### config.mk
export PLATFORM = sky130hd
export DESIGN_NAME = onewire_rom_search
export DESIGN_NICKNAME = d
export VERILOG_FILES = /design/src/design/owrs_pkg.sv /design/src/design/owrs_engine.sv /design/src/design/onewire_rom_search.sv
export SDC_FILE = /design/constraint.sdc
export NUM_CORES = 1
export LEC_CHECK = 0
export BUFFER_PORTS_ARGS = -buffer_cell sky130_fd_sc_hd__buf_2
export CAP_MARGIN = 0
export CORE_MARGIN = 2
export CORE_UTILIZATION = 60
export DETAILED_ROUTE_END_ITERATION = 8
export GPL_TIMING_DRIVEN = 0
export HOLD_SLACK_MARGIN = 0.03
export PLACE_DENSITY = 0.76
export REMOVE_ABC_BUFFERS = 1
export SLEW_MARGIN = 20
export SYNTH_ARGS = -nofsm -noshare
export SYNTH_HDL_FRONTEND = slang
export SYNTH_HIERARCHICAL = 1
export SYNTH_SLANG_ARGS = --single-unit
### constraint.sdc
create_clock -name clk -period 9.7 [get_ports clk]
set_input_delay 0.97 -clock clk [delete_from_list [all_inputs] [get_ports clk]]
set_output_delay 0.97 -clock clk [all_outputs]
set_load 0.01 [all_outputs]
### src/design/owrs_pkg.sv
// Shared types and constants for the 1-Wire ROM search engine.
// No dependencies.
package owrs_pkg;

    typedef enum logic [1:0] {
        OP_CLEAR    = 2'd0,
        OP_BEGIN    = 2'd1,
        OP_BIT_PAIR = 2'd2
    } op_t;

    // Zero choices at positions below this limit fall in the family byte.
    localparam int unsigned FAMILY_LIMIT = 9;
    localparam int unsigned FAMILY_W     = 4;
    localparam int unsigned FIRST_BYTE_W = 8;

    typedef struct packed {
        logic write_valid;
        logic write_bit;
        logic pass_done;
        logic found;
        logic last_device;
        logic ignored;
    } flags_t;

endpackage

### src/design/owrs_engine.sv
// Search state and per-request update logic of the ROM search.
// Depends on owrs_pkg.
module owrs_engine #(
    parameter int unsigned ID_BITS = 64
) (
    input  logic                        clk,
    input  logic                        rst_n,
    input  logic                        fire,
    input  logic [1:0]                  opcode,
    input  logic                        presence,
    input  logic                        id_bit,
    input  logic                        complement_bit,
    output owrs_pkg::flags_t            flags,
    output logic [ID_BITS-1:0]          rom_id,
    output logic [owrs_pkg::FAMILY_W-1:0] family_discrepancy
);

    localparam int unsigned POS_W = $clog2(ID_BITS + 2);
    localparam int unsigned IDX_W = $clog2(ID_BITS);
    localparam logic [POS_W-1:0] POS_ONE  = POS_W'(1);
    localparam logic [POS_W-1:0] POS_LAST = POS_W'(ID_BITS);
    localparam logic [POS_W-1:0] POS_FAM  = POS_W'(owrs_pkg::FAMILY_LIMIT);

    logic [ID_BITS-1:0]            rom_reg, rom_next;
    logic [POS_W-1:0]              ldp_reg, ldp_next;
    logic                          last_dev_reg, last_dev_next;
    logic [owrs_pkg::FAMILY_W-1:0] fam_reg, fam_next;
    logic [POS_W-1:0]              pos_reg, pos_next;
    logic [POS_W-1:0]              plz_reg, plz_next;
    logic                          active_reg, active_next;

    logic [IDX_W-1:0] idx;
    logic             dir;
    owrs_pkg::op_t    op;

    assign op  = owrs_pkg::op_t'(opcode);
    assign idx = IDX_W'(pos_reg - POS_ONE);

    always_comb
    begin
        rom_next      = rom_reg;
        ldp_next      = ldp_reg;
        last_dev_next = last_dev_reg;
        fam_next      = fam_reg;
        pos_next      = pos_reg;
        plz_next      = plz_reg;
        active_next   = active_reg;
        flags         = '0;
        dir           = 1'b0;

        unique case (op)
            owrs_pkg::OP_CLEAR:
            begin
                rom_next      = '0;
                ldp_next      = '0;
                last_dev_next = 1'b0;
                fam_next      = '0;
                pos_next      = POS_ONE;
                plz_next      = '0;
                active_next   = 1'b0;
            end
            owrs_pkg::OP_BEGIN:
            begin
                pos_next    = POS_ONE;
                plz_next    = '0;
                active_next = 1'b0;
                if (last_dev_reg || !presence)
                begin
                    ldp_next        = '0;
                    last_dev_next   = 1'b0;
                    fam_next        = '0;
                    flags.pass_done = 1'b1;
                end
                else
                begin
                    active_next = 1'b1;
                end
            end
            owrs_pkg::OP_BIT_PAIR:
            begin
                if (!active_reg)
                begin
                    flags.ignored = 1'b1;
                end
                else if (id_bit && complement_bit)
                begin
                    // no device answered this bit: abandon the pass
                    active_next     = 1'b0;
                    pos_next        = POS_ONE;
                    ldp_next        = '0;
                    last_dev_next   = 1'b0;
                    fam_next        = '0;
                    flags.pass_done = 1'b1;
                end
                else
                begin
                    if (id_bit != complement_bit)
                        dir = id_bit;
                    else if (pos_reg < ldp_reg)
                        dir = rom_reg[idx];
                    else
                        dir = (pos_reg == ldp_reg);

                    if ((id_bit == complement_bit) && !dir)
                    begin
                        plz_next = pos_reg;
                        if (pos_reg < POS_FAM)
                            fam_next = owrs_pkg::FAMILY_W'(pos_reg);
                    end

                    rom_next[idx]     = dir;
                    flags.write_valid = 1'b1;
                    flags.write_bit   = dir;

                    if (pos_reg == POS_LAST)
                    begin
                        active_next     = 1'b0;
                        pos_next        = POS_ONE;
                        flags.pass_done = 1'b1;
                        ldp_next        = plz_next;
                        last_dev_next   = (plz_next == '0) ? 1'b1 : last_dev_reg;
                        flags.found     = 1'b1;
                        if (rom_next[owrs_pkg::FIRST_BYTE_W-1:0] == '0)
                        begin
                            ldp_next      = '0;
                            last_dev_next = 1'b0;
                            fam_next      = '0;
                            flags.found   = 1'b0;
                        end
                    end
                    else
                    begin
                        pos_next = pos_reg + POS_ONE;
                    end
                end
            end
            default:
            begin
                // unused opcode: no state change, all flags low except last_device, which shows the kept state
            end
        endcase

        flags.last_device  = last_dev_next;
        rom_id             = rom_next;
        family_discrepancy = fam_next;
    end

    always_ff @(posedge clk or negedge rst_n)
    begin
        if (!rst_n)
        begin
            rom_reg      <= '0;
            ldp_reg      <= '0;
            last_dev_reg <= 1'b0;
            fam_reg      <= '0;
            pos_reg      <= POS_ONE;
            plz_reg      <= '0;
            active_reg   <= 1'b0;
        end
        else if (fire)
        begin
            rom_reg      <= rom_next;
            ldp_reg      <= ldp_next;
            last_dev_reg <= last_dev_next;
            fam_reg      <= fam_next;
            pos_reg      <= pos_next;
            plz_reg      <= plz_next;
            active_reg   <= active_next;
        end
    end

endmodule

### src/design/onewire_rom_search.sv
// 1-Wire ROM search engine, top level: request register, engine, result register.
// Depends on owrs_pkg and owrs_engine.
//
// Each request (clear, begin pass with presence, or one bit pair read from the
// bus) yields exactly one result. A request is held in the request register, is
// applied to the search state, and its result lands in the result register;
// one request is taken every cycle while the request side does not stall. The
// engine state is written together with the result register, so a request sees
// everything left by the one before it. The request side stalls only while a
// request is held and the result register is full and stalled.
module onewire_rom_search #(
    parameter int unsigned ID_BITS = 64
) (
    input  logic                          clk,
    input  logic                          rst_n,
    input  logic                          req_valid,
    output logic                          req_stall,
    input  logic [1:0]                    opcode,
    input  logic                          presence,
    input  logic                          id_bit,
    input  logic                          complement_bit,
    output logic                          res_valid,
    input  logic                          res_stall,
    output logic                          write_valid,
    output logic                          write_bit,
    output logic                          pass_done,
    output logic                          found,
    output logic                          last_device,
    output logic [ID_BITS-1:0]            rom_id,
    output logic [owrs_pkg::FAMILY_W-1:0] family_discrepancy,
    output logic                          ignored
);

    logic       req_valid_reg;
    logic [1:0] opcode_reg;
    logic       presence_reg;
    logic       id_bit_reg;
    logic       complement_bit_reg;

    logic                          res_valid_reg;
    owrs_pkg::flags_t              flags_reg;
    logic [ID_BITS-1:0]            rom_id_reg;
    logic [owrs_pkg::FAMILY_W-1:0] family_reg;

    owrs_pkg::flags_t              eng_flags;
    logic [ID_BITS-1:0]            eng_rom_id;
    logic [owrs_pkg::FAMILY_W-1:0] eng_family;

    logic res_free;
    logic fire;
    logic req_take;

    assign res_free  = !res_valid_reg || !res_stall;
    assign fire      = req_valid_reg && res_free;
    assign req_stall = req_valid_reg && !res_free;
    assign req_take  = req_valid && !req_stall;

    owrs_engine #(
        .ID_BITS(ID_BITS)
    ) u_engine (
        .clk                (clk),
        .rst_n              (rst_n),
        .fire               (fire),
        .opcode             (opcode_reg),
        .presence           (presence_reg),
        .id_bit             (id_bit_reg),
        .complement_bit     (complement_bit_reg),
        .flags              (eng_flags),
        .rom_id             (eng_rom_id),
        .family_discrepancy (eng_family)
    );

    always_ff @(posedge clk or negedge rst_n)
    begin
        if (!rst_n)
        begin
            req_valid_reg <= 1'b0;
            res_valid_reg <= 1'b0;
        end
        else
        begin
            if (req_take)
                req_valid_reg <= 1'b1;
            else if (fire)
                req_valid_reg <= 1'b0;

            if (fire)
                res_valid_reg <= 1'b1;
            else if (!res_stall)
                res_valid_reg <= 1'b0;
        end
    end

    always_ff @(posedge clk)
    begin
        if (req_take)
        begin
            opcode_reg         <= opcode;
            presence_reg       <= presence;
            id_bit_reg         <= id_bit;
            complement_bit_reg <= complement_bit;
        end
        if (fire)
        begin
            flags_reg  <= eng_flags;
            rom_id_reg <= eng_rom_id;
            family_reg <= eng_family;
        end
    end

    assign res_valid          = res_valid_reg;
    assign write_valid        = flags_reg.write_valid;
    assign write_bit          = flags_reg.write_bit;
    assign pass_done          = flags_reg.pass_done;
    assign found              = flags_reg.found;
    assign last_device        = flags_reg.last_device;
    assign ignored            = flags_reg.ignored;
    assign rom_id             = rom_id_reg;
    assign family_discrepancy = family_reg;

endmodule
==> run_results.csv <==
group,metric,value,unit
worst_setup_path,r2r-start,"u_engine/pos_reg[0]$_DFFE_PN1P_",
global_routing,grt_usage,0.301,
placement,place_congestion,0.941,
status,status,"completed",
power_and_ir_drop,p_sw,0.554,mW
floorplan,die_area,16500,um2
global_routing,grt_pass1_wl,37800,um
floorplan,start_util,0.612,
worst_setup_path,worstSetupPathType,"flip-flop to flip-flop",
cts,h-tree-depth,4,
global_routing,antenna_found_initial,0,
timing,setup_violations,0,
yosys,synth_edf_count,79,
drt,drt-total-wl,24000,um
placement,placed_cell_area,9820,um2
floorplan,coreArea,15100,um2
worst_setup_path,crit_required,9.94,ns
global_routing,grt_pass1_vias,7020,
floorplan,io-pin-count,85,
timing,slew_headroom,0.284,
drt,detail-route-antenna-nets,0,
power_and_ir_drop,pwr-share-clk,0.364,
worst_setup_path,critPathMaxFanout,42,
power_and_ir_drop,peakVddDrop,131,uV
yosys,post-synth-top-area-fraction,0.256,
run,max_cap_viol_count,0,
power_and_ir_drop,swShare,0.297,
cts,post_cts_buffers,0,
worst_setup_path,critPathLaunchType,"flip-flop",
timing,worst_pin_slew,1.07,ns
yosys,yosysTopAreaCell,"edfxtp_1",
global_routing,gr-total-overflow,0,
yosys,synth_flop_cell,"dfrtp_1",
power_and_ir_drop,p_leak,4.04,nW
placement,hpwl,15600,um
cts,cts_made_buffers,17,
power_and_ir_drop,cell_internal_pwr,1.31,mW
yosys,avgSynthCellArea,9.46,um2
cts,tritoncts,"yes",
yosys,synthCells,980,
power_and_ir_drop,seqPwrFrac,0.439,
yosys,synth_cell_types,69,
yosys,synth-async-reset-ratio,0.541,
cts,ctsResizeCount,0,
worst_setup_path,arrival,7.08,ns
layout,fin_nets,1042,
placement,port_buffers,84,
cts,clkSlewWorstSetupHoldPaths,0.06,ns
timing,hold_viol,0,
floorplan,row_count,45,
drt,drc_errors,0,
layout,finish.instance_area,10400,um2
cts,clk_path_buf_depth,2,
worst_setup_path,reg2reg_slack,2.86,ns
floorplan,dieWidth,128,um
power_and_ir_drop,pwr-share-comb,0.197,
timing,timing.final.ws_setup,2.86,ns
cts,hold_buffers,0,
cts,cts_sinks,172,
drt,first_pass_iters,6,
yosys,yosys-top-cells-area,"edfxtp_1 26%, dfrtp_1 25%, o21ai_0 8.4%",
yosys,netlist_area,9270,um2
hold_path,hold_class,"input pin to asynchronous set/reset pin",
drt,avgRoutedWirePerCell,19.7,um
global_routing,grt_max_degree,68,
worst_setup_path,reg2reg_to,"rom_id[8]$_DFFE_PP_",
timing,rsz0062_at_grt,"false",
drt,first_iter_violations,1129,
timing,finalCritPeriodShare,0.705,
drt,via_per_inst,6.54,
power_and_ir_drop,pwr_density_cell,179,nW/um2
cts,clk_latency,0.44,ns
drt,via_count,7976,
timing,clock_skew,0.00890,ns
cts,cts-root-buf,"clkbuf_16",
layout,area_growth,12.3,%
yosys,ys_seq_area_frac,0.507,
timing,slew_viol_final,0,
yosys,yosys_warnings,6,
worst_setup_path,worst_setup_path_end_kind,"flip-flop",
placement,pre_cts_slack,3.16,ns
layout,drive_above_1_share,0.161,
worst_setup_path,ff2ff_path_depth,11,
timing,fmax,146,MHz
layout,diodes,0,
floorplan,die_h,128,um
yosys,ys_ff_latch,172,
timing,layout_min_cycle_time,6.84,ns
-- cells in the final DEF (no fill, tap or decap), types with 3 or more instances in the layout --
master / netlist / final
inv_1: 69 / 69
nor3b_1: 4 / 4
o21ai_0: 155 / 155
xnor2_1: 4 / 3
nor2b_1: 9 / 9
or3_1: 16 / 16
mux4_2: 3 / 3
a22o_1: 8 / 8
o2111ai_1: 3 / 3
and2_1: 5 / 5
dfrtp_1: 92 / 92
a211oi_1: 3 / 3
a21oi_1: 29 / 29
nand3_1: 11 / 11
nand3b_1: 3 / 3
nand2b_1: 9 / 9
mux2i_1: 15 / 15
o22ai_1: 24 / 24
o32ai_1: 9 / 9
clkinv_4: 0 / 3
and3_1: 5 / 5
a31oi_1: 11 / 11
a2111oi_0: 3 / 3
buf_2: 14 / 83
nand4_1: 5 / 5
nor3_1: 7 / 7
edfxtp_1: 79 / 79
o22ai_2: 23 / 23
nor2_1: 42 / 42
clkbuf_16: 0 / 17
clkinvlp_4: 0 / 3
nand2_1: 169 / 168
o31ai_1: 11 / 11
buf_16: 0 / 7
ha_1: 14 / 14
nor4_1: 7 / 7
o21ai_1: 16 / 16
-- cell families after synthesis --
| family | count (synthesis) | synth area share |
|---|---|---|
| buffers and inverters | 140 | 0.0647 |
| multiplexers | 20 | 0.0259 |
| adder cells (fa/ha/maj) | 14 | 0.0189 |
| AO/OA/AOI/OAI | 327 | 0.228 |
| AND/OR/NAND/NOR | 300 | 0.147 |
| flip-flops | 172 | 0.507 |
| XOR/XNOR | 7 | 0.00824 |
-- synth_stat cells, drive strengths merged, types with 9 or more instances --
cell,count
edfxtp,79
o32ai,9
nand3,13
mux2i,15
or3,16
nand2,169
clkbuf,45
a31oi,12
a21oi,29
ha,14
nand2b,9
dfrtp,92
nor2,42
o21ai,171
nor2b,9
o22ai,47
inv,69
o31ai,11
buf,26
-- how the worst max path moves through the flow --
| stage | startpoint | end | slack, ns | cells after the start |
|---|---|---|---|---|
| final | u_engine/pos_reg[0]$_DFFE_PN1P_ | rom_id[8]$_DFFE_PP_ | 2.86 | 11 |
| after global placement | res_stall | u_engine/pos_reg[5]$_DFFE_PN0P_ | -10.93 | 8 |
| after CTS | u_engine/pos_reg[0]$_DFFE_PN1P_ | rom_id[8]$_DFFE_PP_ | 3.13 | 11 |
| after detailed placement | u_engine/pos_reg[0]$_DFFE_PN1P_ | rom_id[8]$_DFFE_PP_ | 3.16 | 11 |
| after floorplan | res_stall | u_engine/pos_reg[5]$_DFFE_PN0P_ | -3.23 | 7 |
| after global routing | u_engine/pos_reg[0]$_DFFE_PN1P_ | rom_id[8]$_DFFE_PP_ | 2.65 | 11 |
-- power groups by stage --
stage | clock network [mW] | logic, mW | registers [mW]
final | 0.680 | 0.368 | 0.819
after global routing | 0.719 | 0.394 | 0.821
after CTS | 0.689 | 0.359 | 0.818
after detailed placement | 0 | 0.357 | 0.832
after global placement | 0 | 0.341 | 0.845
after floorplan | 0 | 0.224 | 0.845
-- layout make-up --
| class | instances | area [um2] |
|---|---|---|
| clock inverter | 12 | 138 |
| fill | 1137 | 4740 |
| timing repair buffer | 91 | 619 |
| inverter | 69 | 259 |
| multi-input combinational | 668 | 4000 |
| tap | 188 | 235 |
| clock buffer | 20 | 457 |
| sequential | 172 | 4700 |
-- per-layer routing --
| metal | global-route usage | wire length (um) | share of wire | vias to the layer above |
|---|---|---|---|---|
| met5 | 0 | 0 | 0 | - |
| met4 | 0.123 | 755 | 0.031 | 0 |
| met3 | 0.0497 | 2390 | 0.099 | 72 |
| met2 | 0.447 | 10900 | 0.45 | 476 |
| met1 | 0.442 | 10000 | 0.42 | 3832 |
| li1 | - | - | - | 3596 |
-- metrics by stage --
step	utilization	std cells	setup TNS, ns	power [mW]	hold slack [ns]
global placement	0.633	1181	-1229.96	1.19	0.459
floorplan	-	909	-236.28	1.07	0.447
finish	0.687	1220	0	1.87	0.397
global route	0.687	1220	0	1.93	0.412
detailed placement	0.648	1188	0	1.19	0.468
CTS	0.687	1220	0	1.87	0.401
-- worst max-delay path, cell delays in order, from the launching register on --
cell	delay [ns]
dfstp_2	1.19
inv_1	0.43
ha_1	1.14
nor2_1	0.42
a221oi_1	0.42
o32a_1	0.24
o32ai_1	0.11
a211o_1	0.38
a31oi_4	0.54
nand3_2	0.51
or4_1	0.85
o22ai_1	0.36
Power figures use the tool's default switching activity.
